File: src/design/siocp_pkg.sv
// shared constants, types and reset table for the super i/o config port
`default_nettype none

package siocp_pkg;

   localparam int NUM_REGS_DEF = 42;
   localparam int IDX_W        = 6;
   localparam int BYTE_W       = 8;

   localparam logic [BYTE_W-1:0] KEY_OPEN  = 8'h55;
   localparam logic [BYTE_W-1:0] KEY_CLOSE = 8'hAA;
   localparam logic [BYTE_W-1:0] READ_IDLE = 8'hFF;

   localparam logic [IDX_W-1:0] LOCK_LIMIT     = 6'h18;
   localparam logic [IDX_W-1:0] REG_FDC_CTL    = 6'h00;
   localparam logic [IDX_W-1:0] REG_LPT_CTL    = 6'h01;
   localparam logic [IDX_W-1:0] REG_UART_CTL   = 6'h02;
   localparam logic [IDX_W-1:0] REG_FDC_BASE   = 6'h20;
   localparam logic [IDX_W-1:0] REG_LPT_BASE   = 6'h23;
   localparam logic [IDX_W-1:0] REG_UART1_BASE = 6'h24;
   localparam logic [IDX_W-1:0] REG_UART2_BASE = 6'h25;
   localparam logic [IDX_W-1:0] REG_RO_A       = 6'h26;
   localparam logic [IDX_W-1:0] REG_RO_B       = 6'h27;
   localparam logic [IDX_W-1:0] REG_UART_IRQ   = 6'h28;
   localparam logic [IDX_W-1:0] REG_RO_C       = 6'h29;

   localparam logic ACT_READ   = 1'b0;
   localparam logic ACT_WRITE  = 1'b1;
   localparam logic PORT_INDEX = 1'b0;
   localparam logic PORT_DATA  = 1'b1;

   // register file access from the top level
   typedef struct packed {
      logic              we;
      logic [IDX_W-1:0]  waddr;
      logic [BYTE_W-1:0] wdata;
      logic [IDX_W-1:0]  raddr;
   } siocp_rf_req_type;

   // result item, first field in the highest bits
   typedef struct packed {
      logic [2:0]        pad;
      logic [3:0]        uart2_irq;
      logic [9:0]        uart2_base;
      logic              uart2_enable;
      logic [3:0]        uart1_irq;
      logic [9:0]        uart1_base;
      logic              uart1_enable;
      logic [9:0]        lpt_base;
      logic              lpt_enable;
      logic [9:0]        fdc_base;
      logic              fdc_enable;
      logic              config_open;
      logic [BYTE_W-1:0] read_data;
   } siocp_rsp_type;

   // chip reset value of each register
   function automatic logic [BYTE_W-1:0] reg_default(input logic [IDX_W-1:0] addr);
      logic [BYTE_W-1:0] val;
      case (addr)
         6'h00:   val = 8'h28;
         6'h01:   val = 8'h9C;
         6'h02:   val = 8'h88;
         6'h03:   val = 8'h78;
         6'h06:   val = 8'hFF;
         6'h0D:   val = 8'h03;
         6'h0E:   val = 8'h02;
         6'h1E:   val = 8'h80;
         6'h20:   val = 8'hFC;
         6'h21:   val = 8'h7C;
         6'h22:   val = 8'hFD;
         6'h23:   val = 8'hDE;
         6'h24:   val = 8'hFE;
         6'h25:   val = 8'hBE;
         6'h26:   val = 8'h23;
         6'h27:   val = 8'h67;
         6'h28:   val = 8'h43;
         default: val = 8'h00;
      endcase
      return val;
   endfunction

endpackage

`default_nettype wire

File: src/design/super_io_config_port.sv
// top level: super i/o index/data configuration port with decoded device outputs
// path: an accepted item is held in the input register, then its result in the result register
// throughput: one item per cycle unless the result stalls; one pass between the two registers
// the register file is a memory whose selected byte is read ahead into a register
// reset: synchronous active high; clears handshake, mode, key, lock and index, reloads decode copies
// register file entries not yet written read back their chip defaults after reset
`default_nettype none

module super_io_config_port
   import siocp_pkg::*;
#(
   parameter int NUM_REGS = NUM_REGS_DEF
) (
   input  wire logic        clock,
   input  wire logic        reset,
   // request channel, one bus access per item
   input  wire logic        req_tvalid,
   output logic             req_tready,
   input  wire logic [7:0]  req_tdata,   // [7:0] write_data
   input  wire logic [1:0]  req_tuser,   // [0] action, [1] port_sel
   // result channel
   output logic             rsp_tvalid,
   input  wire logic        rsp_tready,
   output logic [63:0]      rsp_tdata    // [7:0] read_data, [8] config_open, [9] fdc_enable,
                                          // [19:10] fdc_base, [20] lpt_enable, [30:21] lpt_base,
                                          // [31] uart1_enable, [41:32] uart1_base,
                                          // [45:42] uart1_irq, [46] uart2_enable,
                                          // [56:47] uart2_base, [60:57] uart2_irq, [63:61] zero
);

   // input register
   logic              in_vld_ff, in_vld_in;
   logic              in_act_ff;
   logic              in_sel_ff;
   logic [BYTE_W-1:0] in_data_ff;

   // configuration state
   logic [IDX_W-1:0]  idx_ff, idx_in;
   logic              open_ff, open_in;
   logic              first_ff, first_in;
   logic              lock_ff, lock_in;

   // flop copies of the registers that feed the decoders
   logic [BYTE_W-1:0] r00_ff, r00_in;
   logic [BYTE_W-1:0] r01_ff, r01_in;
   logic [BYTE_W-1:0] r02_ff, r02_in;
   logic [BYTE_W-1:0] r20_ff, r20_in;
   logic [BYTE_W-1:0] r23_ff, r23_in;
   logic [BYTE_W-1:0] r24_ff, r24_in;
   logic [BYTE_W-1:0] r25_ff, r25_in;
   logic [BYTE_W-1:0] r28_ff, r28_in;

   // result register
   logic              rsp_vld_ff, rsp_vld_in;
   siocp_rsp_type     rsp_ff, rsp_in;

   logic              proc;
   logic              low_prot;
   logic              wr_blocked;
   logic              data_wr;
   logic [BYTE_W-1:0] rd_val;
   logic [BYTE_W-1:0] cur_byte;
   siocp_rf_req_type  rf_req;

   // the item in the input register moves on when the result slot is free
   assign proc       = in_vld_ff && (!rsp_vld_ff || rsp_tready);
   assign req_tready = !in_vld_ff || proc;
   assign in_vld_in  = (req_tvalid && req_tready) || (in_vld_ff && !proc);
   assign rsp_vld_in = proc || (rsp_vld_ff && !rsp_tready);

   // protection of the selected register
   assign low_prot   = (idx_ff < LOCK_LIMIT) && lock_ff;
   assign wr_blocked = low_prot || (idx_ff inside {REG_RO_A, REG_RO_B, REG_RO_C});
   assign data_wr    = proc && (in_act_ff == ACT_WRITE) && (in_sel_ff == PORT_DATA)
                       && open_ff && !wr_blocked;

   // next state of the key sequence, index and lock
   always_comb begin
      idx_in   = idx_ff;
      open_in  = open_ff;
      first_in = first_ff;
      lock_in  = lock_ff;
      if (proc && (in_act_ff == ACT_WRITE)) begin
         if (in_sel_ff == PORT_INDEX) begin
            if ((in_data_ff == KEY_OPEN) && !open_ff) begin
               // second key in a row opens config mode
               open_in  = first_ff;
               first_in = !first_ff;
            end else if (open_ff) begin
               if (in_data_ff < BYTE_W'(NUM_REGS)) begin
                  idx_in = in_data_ff[IDX_W-1:0];
               end
               if (in_data_ff == KEY_CLOSE) begin
                  open_in = 1'b0;
               end
            end else begin
               first_in = 1'b0;
            end
         end else if (data_wr && (idx_ff == REG_LPT_CTL)
                      && ((in_data_ff[2:0] ^ r01_ff[2:0]) != 3'b000)) begin
            // changing the low bits of the lpt control register reloads the lock
            lock_in = !in_data_ff[3];
         end
      end
   end

   // decode copies follow data writes to their addresses
   always_comb begin
      r00_in = r00_ff;
      r01_in = r01_ff;
      r02_in = r02_ff;
      r20_in = r20_ff;
      r23_in = r23_ff;
      r24_in = r24_ff;
      r25_in = r25_ff;
      r28_in = r28_ff;
      if (data_wr) begin
         case (idx_ff)
            REG_FDC_CTL:    r00_in = in_data_ff;
            REG_LPT_CTL:    r01_in = in_data_ff;
            REG_UART_CTL:   r02_in = in_data_ff;
            REG_FDC_BASE:   r20_in = in_data_ff;
            REG_LPT_BASE:   r23_in = in_data_ff;
            REG_UART1_BASE: r24_in = in_data_ff;
            REG_UART2_BASE: r25_in = in_data_ff;
            REG_UART_IRQ:   r28_in = in_data_ff;
            default:        ;
         endcase
      end
   end

   // register file write plus read-ahead of the index after this item
   always_comb begin
      rf_req.we    = data_wr;
      rf_req.waddr = idx_ff;
      rf_req.wdata = in_data_ff;
      rf_req.raddr = idx_in;
   end

   siocp_regfile #(
      .NUM_REGS (NUM_REGS)
   ) u_regfile (
      .clock   (clock),
      .reset   (reset),
      .rf_req  (rf_req),
      .rd_byte (cur_byte)
   );

   // read value against the state before the item
   always_comb begin
      if (in_act_ff == ACT_WRITE) begin
         rd_val = '0;
      end else if (!open_ff) begin
         rd_val = READ_IDLE;
      end else if (in_sel_ff == PORT_INDEX) begin
         rd_val = {{(BYTE_W-IDX_W){1'b0}}, idx_ff};
      end else if (low_prot) begin
         rd_val = READ_IDLE;
      end else begin
         rd_val = cur_byte;
      end
   end

   // result fields, decodes taken after the access
   always_comb begin
      rsp_in = rsp_ff;
      if (proc) begin
         rsp_in.pad          = '0;
         rsp_in.read_data    = rd_val;
         rsp_in.config_open  = open_in;
         rsp_in.fdc_enable   = r00_in[3] && (r20_in[7:6] != 2'b00);
         rsp_in.fdc_base     = {r20_in[7:2], 4'b0000};
         rsp_in.lpt_enable   = r01_in[2] && (r23_in[7:6] != 2'b00);
         rsp_in.lpt_base     = {r23_in, 2'b00};
         rsp_in.uart1_enable = r02_in[3] && (r24_in[7:6] != 2'b00);
         rsp_in.uart1_base   = {r24_in[7:1], 3'b000};
         rsp_in.uart1_irq    = r28_in[7:4];
         rsp_in.uart2_enable = r02_in[7] && (r25_in[7:6] != 2'b00);
         rsp_in.uart2_base   = {r25_in[7:1], 3'b000};
         rsp_in.uart2_irq    = r28_in[3:0];
      end
   end

   // payload registers
   always_ff @(posedge clock) begin
      if (req_tvalid && req_tready) begin
         in_act_ff  <= req_tuser[0];
         in_sel_ff  <= req_tuser[1];
         in_data_ff <= req_tdata;
      end
      rsp_ff <= rsp_in;
   end

   // control state
   always_ff @(posedge clock) begin
      if (reset) begin
         in_vld_ff  <= 1'b0;
         rsp_vld_ff <= 1'b0;
         idx_ff     <= '0;
         open_ff    <= 1'b0;
         first_ff   <= 1'b0;
         lock_ff    <= 1'b0;
         r00_ff     <= reg_default(REG_FDC_CTL);
         r01_ff     <= reg_default(REG_LPT_CTL);
         r02_ff     <= reg_default(REG_UART_CTL);
         r20_ff     <= reg_default(REG_FDC_BASE);
         r23_ff     <= reg_default(REG_LPT_BASE);
         r24_ff     <= reg_default(REG_UART1_BASE);
         r25_ff     <= reg_default(REG_UART2_BASE);
         r28_ff     <= reg_default(REG_UART_IRQ);
      end else begin
         in_vld_ff  <= in_vld_in;
         rsp_vld_ff <= rsp_vld_in;
         idx_ff     <= idx_in;
         open_ff    <= open_in;
         first_ff   <= first_in;
         lock_ff    <= lock_in;
         r00_ff     <= r00_in;
         r01_ff     <= r01_in;
         r02_ff     <= r02_in;
         r20_ff     <= r20_in;
         r23_ff     <= r23_in;
         r24_ff     <= r24_in;
         r25_ff     <= r25_in;
         r28_ff     <= r28_in;
      end
   end

   assign rsp_tvalid = rsp_vld_ff;
   assign rsp_tdata  = rsp_ff;

endmodule

`default_nettype wire

File: src/design/siocp_regfile.sv
// register file memory with per-entry valid bits and read-ahead of the selected entry
`default_nettype none

module siocp_regfile
   import siocp_pkg::*;
#(
   parameter int NUM_REGS = NUM_REGS_DEF
) (
   input  wire logic              clock,
   input  wire logic              reset,
   input  wire siocp_rf_req_type  rf_req,
   output logic [BYTE_W-1:0]      rd_byte
);

   logic [BYTE_W-1:0] mem_ff [NUM_REGS];
   logic [NUM_REGS-1:0] valid_ff;
   logic [BYTE_W-1:0] rdata_ff;
   logic [IDX_W-1:0]  raddr_ff;

   always_ff @(posedge clock) begin
      if (rf_req.we) begin
         mem_ff[rf_req.waddr] <= rf_req.wdata;
      end
      // write-first on a collision so the selected byte is current
      if (rf_req.we && (rf_req.waddr == rf_req.raddr)) begin
         rdata_ff <= rf_req.wdata;
      end else begin
         rdata_ff <= mem_ff[rf_req.raddr];
      end
   end

   always_ff @(posedge clock) begin
      if (reset) begin
         valid_ff <= '0;
         raddr_ff <= '0;
      end else begin
         if (rf_req.we) begin
            valid_ff[rf_req.waddr] <= 1'b1;
         end
         raddr_ff <= rf_req.raddr;
      end
   end

   // never-written entries read as their chip default
   assign rd_byte = valid_ff[raddr_ff] ? rdata_ff : reg_default(raddr_ff);

endmodule

`default_nettype wire

File: config.mk
export PLATFORM = sky130hd
export DESIGN_NAME = super_io_config_port
export DESIGN_NICKNAME = d
export VERILOG_FILES = /design/src/design/siocp_pkg.sv /design/src/design/super_io_config_port.sv /design/src/design/siocp_regfile.sv
export SDC_FILE = /design/constraint.sdc
export NUM_CORES = 1
export LEC_CHECK = 0
export BUFFER_PORTS_ARGS = -buffer_cell sky130_fd_sc_hd__buf_2
export CAP_MARGIN = 20
export CORE_MARGIN = 2
export CORE_UTILIZATION = 44
export CTS_BUF_LIST = sky130_fd_sc_hd__clkbuf_16
export DETAILED_ROUTE_END_ITERATION = 8
export HOLD_SLACK_MARGIN = 0.02
export RECOVER_POWER = 25
export SYNTH_ARGS = -nofsm -noshare
export SYNTH_HDL_FRONTEND = slang
export SYNTH_HIERARCHICAL = 1
export SYNTH_SLANG_ARGS = --single-unit
File: constraint.sdc
create_clock -name clock -period 9.45 [get_ports clock]
set_clock_uncertainty 0.2 [all_clocks]
set_input_delay 1.4175 -clock clock [delete_from_list [all_inputs] [get_ports clock]]
set_output_delay 1.4175 -clock clock [all_outputs]
set_load 0.05 [all_outputs]
==> results.txt <==
- The initial utilization of the core area, before any placement, comes to 44.3%.
- Clock tree from TritonCTS: built
- At the worst endpoint, the required time is 9.75 ns.
* Hpwl dp: 30400 um
* Post-Synthesis Cell Area: between 20000 and 25000 um2
- Number of hold-slack violations in the final timing report: 0
- The first global-routing pass estimated 74000 um of wire.
- In the final routed layout, each cell accounts on average for 24.2 um.
- Endpoint arrival time on the critical path: around 5.6 ns
- On the final layout, the worst hold slack is 0.265 ns.
- Actual slew at the worst max-slew pin: roughly 3 ns
- RSZ-0062 raised after global routing: no
- Count of hold-fix buffers inserted at cts: 0
- Total instance count after detailed placement: 1945
* Clock transition at path regs: 0.06 ns
* Status: finished with violations
* Post-synthesis cell type count: 79
- Final GP Congestion: 0.865
* Number of instances in the synthesized netlist: 1330
- After clock tree synthesis, the repair step resized 0 gates.
- # port buffers: 64
* P_leak: 7.17 nW
* Diode insertion count for antenna repair: 0
- The internal power of the cells totals 3.52 mW.
- Sw Pwr: 0.955 mW
* Violated checks: capacitance limit, slew limit
* Number of CTS-inserted buffers: 52
- In this run the clock root is driven by a sky130_fd_sc_hd__clkbuf_16.
- Total of max-cap violations: 8
- Maximum fanout along the worst path: 52
- Max Buffers Root-to-Sink: 3
* Number of nets still failing antenna checks after routing: 0
- The number of global-route vias before repair was approximately 12000.
* Final layout net count: between 1000 and 1500
- Highest Clock Rate: 190 MHz
- The H-tree was split into 2 levels.
* Combinational fraction of design power: 2.3%
- Layout overhead on the synthesized area: 12.1%
- Setup violations remaining at the end of the flow were counted as 0.
- The worst-case IR drop observed on VDD is between 0.1 and 0.15 mV.
* Synth warnings: 6
- The synthesized design devotes to its leading area cell type 57.9% of total area.
* Number of antenna violations at the first check in global routing: 0
* Global-route total usage across every layer: just over 20%
- The worst path needs 5.27 ns of the cycle, external delays included.
- Die boundary width: 220 um
* Part of the Yosys area used for sequential elements: 69.2%
* Switching share of power: about a fifth
- Global route overflow: 0
- Clock Power Share: 43.6%
* Count of buffers added by post-CTS timing repair for setup: 0
* Die ar.: 48300 um2
- Crit Path Category: reg2reg
* Cell area after layout: 23000 um2
* Routed wire length: just under 50000 um
* Final clock period utilization by the worst path: 55.8%
- A synthesized cell averages 15.4 um2.
* Type of origin of the critical path: register
- Number of cell rows: 79
* Portion of total power attributed to sequential cells: 54.2%
* Core area: between 40000 and 50000 um2
- In the synthesized netlist the dominant register cell turns out to be sky130_fd_sc_hd__edfxtp_1.
- Max Slew Vio Count: 415
- Die height: 220 um
- Total number of vias: 12000
* Worst setup EP type: register
- The later pin in the worst-skew pair is clocked with a latency of 0.60 ns.
* DR iter-0 viols: 1294
- Detailed-routing iteration count for the pre-antenna-repair pass: 8
* Biggest area consumer among synthesized cells: sky130_fd_sc_hd__edfxtp_1
- After synthesis, the most frequently instantiated cells are 395 x sky130_fd_sc_hd__edfxtp_1, 116 x sky130_fd_sc_hd__nor2_1, 115 x sky130_fd_sc_hd__dfxtp_1.
- Final std cells w/o fill: 2049
- Number of placed I/O pins: 80
- For this run, design rule violations remaining after detail routing come to 0.
- After synthesis, the cell types taking the most area are sky130_fd_sc_hd__edfxtp_1 58%, sky130_fd_sc_hd__dfxtp_1 11%, sky130_fd_sc_hd__mux4_2 8.2%.
- Cell area after placement: between 20000 and 25000 um2
- Pin count of the biggest net entering global routing: 74
* Dominant cell by count in the synthesized netlist: sky130_fd_sc_hd__edfxtp_1
- After routing, the total negative slack on setup checks comes to 0 ns.
* Average via count per standard cell: 5.87
* Fillers: 3896
- Count of flip-flops with a built-in enable after synthesis: 395
* Sinks on Clock Net: 510
- Proportion of layout cells with a drive suffix above 1: between 20% and 30%
* Share of flip-flops with an asynchronous set or reset: 0%
- In this run the tightest slew margin relative to its limit is -97.4%.
* Cell Pwr Density: 195 nW/um2
* Type of the tightest min-delay check: reg2reg
- Flip-flop and latch count after synthesis: 510
[layout make-up]
class                   instances  area, um2  area share (%)
repair buffers                 98        548            2.39
inverters                      19       71.3           0.311
flip-flops and latches        510      14200            61.7
clock inverters                46        315            1.37
clock buffers                  52       1300            5.67
well taps                     607        759            3.31
multi-input cells             717       5790            25.2
[flip-flops by register name, summed over array words and instances, names as in the netlist, 2 cells and up, named ones only]
register	count
u_regfile/valid_ff	42
rsp_tdata	49
r25_ff	7
r02_ff	2
r28_ff	8
u_regfile/mem_ff	336
in_data_ff	8
u_regfile/raddr_ff	6
r24_ff	7
idx_ff	6
r20_ff	6
r23_ff	8
r01_ff	3
[worst max-delay path: stages, from the launching register on]
cell and delay, ns:
sky130_fd_sc_hd__edfxtp_1 0.31, sky130_fd_sc_hd__clkbuf_1 2.04, sky130_fd_sc_hd__o21a_1 0.36, sky130_fd_sc_hd__o21a_1 0.23
sky130_fd_sc_hd__o21ai_1 0.13, sky130_fd_sc_hd__nand2_1 0.12, sky130_fd_sc_hd__nor2b_1 0.36, sky130_fd_sc_hd__inv_1 0.12
sky130_fd_sc_hd__ha_1 0.31, sky130_fd_sc_hd__o21ai_0 0.51, sky130_fd_sc_hd__nand2_1 0.16, sky130_fd_sc_hd__a211o_1 0.31
[through the flow]
step	utilization [%]	power, mW	worst slack (ns)
CTS	49.6	4.52	5.18
floorplan	-	2.54	5.50
finish	49.6	4.48	4.18
global placement	46.1	2.57	4.71
global route	49.6	4.61	3.70
detailed placement	46.1	2.57	4.57
[layout by cell type, fill, tap and decap left out, types with 4 or more instances in the layout]
cell / netlist / routed
sky130_fd_sc_hd__edfxtp_1: 395 / 395
sky130_fd_sc_hd__nor2_1: 116 / 116
sky130_fd_sc_hd__dfxtp_1: 115 / 112
sky130_fd_sc_hd__mux4_2: 75 / 75
sky130_fd_sc_hd__buf_2: 26 / 67
sky130_fd_sc_hd__nand2_1: 61 / 61
sky130_fd_sc_hd__clkbuf_16: 0 / 52
sky130_fd_sc_hd__mux2i_1: 46 / 46
sky130_fd_sc_hd__nand3_1: 45 / 45
sky130_fd_sc_hd__nand4_1: 38 / 38
sky130_fd_sc_hd__o31ai_1: 32 / 32
sky130_fd_sc_hd__inv_1: 18 / 31
sky130_fd_sc_hd__a21oi_1: 27 / 27
sky130_fd_sc_hd__mux2_2: 23 / 23
sky130_fd_sc_hd__nor3_1: 21 / 21
sky130_fd_sc_hd__o22ai_1: 19 / 19
sky130_fd_sc_hd__buf_4: 22 / 18
sky130_fd_sc_hd__o21ai_1: 17 / 17
sky130_fd_sc_hd__conb_1: 1 / 15
sky130_fd_sc_hd__clkinv_2: 0 / 15
sky130_fd_sc_hd__nand2b_1: 13 / 13
sky130_fd_sc_hd__o211ai_1: 13 / 13
sky130_fd_sc_hd__nor4_1: 12 / 12
sky130_fd_sc_hd__a22oi_1: 12 / 12
sky130_fd_sc_hd__o21ai_0: 11 / 11
sky130_fd_sc_hd__nor2b_1: 11 / 11
sky130_fd_sc_hd__clkinv_1: 1 / 10
sky130_fd_sc_hd__o21ba_2: 10 / 10
sky130_fd_sc_hd__and2_1: 9 / 8
sky130_fd_sc_hd__clkbuf_1: 40 / 8
sky130_fd_sc_hd__nand3b_1: 6 / 6
sky130_fd_sc_hd__o221a_2: 6 / 6
sky130_fd_sc_hd__o21a_1: 5 / 5
sky130_fd_sc_hd__ha_1: 5 / 5
sky130_fd_sc_hd__a31oi_1: 4 / 4
[power by group through the flow]
| stage | clock network, mW | logic (mW) | registers [mW] |
|---|---|---|---|
| detailed placement | 0 | 0.104 | 2.47 |
| floorplan | 0 | 0.0424 | 2.50 |
| finish | 1.95 | 0.101 | 2.43 |
| CTS | 1.99 | 0.104 | 2.42 |
| global placement | 0 | 0.101 | 2.47 |
| global route | 2.08 | 0.109 | 2.43 |
[worst paths after layout]
check,startpoint,slack (ns),cells after the start,end
setup / recovery,in_data_ff[1],4.18,11,register
hold / removal,u_regfile/valid_ff[23],0.27,2,u_regfile/valid_ff[23]
setup reg to reg,in_data_ff[1],4.18,11,register
hold reg to reg,u_regfile/valid_ff[23],0.27,2,u_regfile/valid_ff[23]
[cells by family after synthesis]
family          count (synthesis)  synth area share [%]
xor+xnor                        3                 0.128
fa+ha+maj                       5                 0.305
flops                         510                  69.2
buf+inv                       117                  2.89
mux                           144                  11.8
simple gates                  365                  9.18
other cells                     1                0.0183
compound gates                185                  6.56
[routing by layer]
| layer | GRT usage, % | wire length [um] | vias up |
|---|---|---|---|
| li1 | - | - | 5306 |
| met5 | 0 | 0 | - |
| met1 | 30.0 | 22200 | 6240 |
| met4 | 6.38 | 1330 | 0 |
| met2 | 32.0 | 23000 | 396 |
| met3 | 3.85 | 2980 | 85 |
Note: power is estimated with default switching activity, not from simulation.
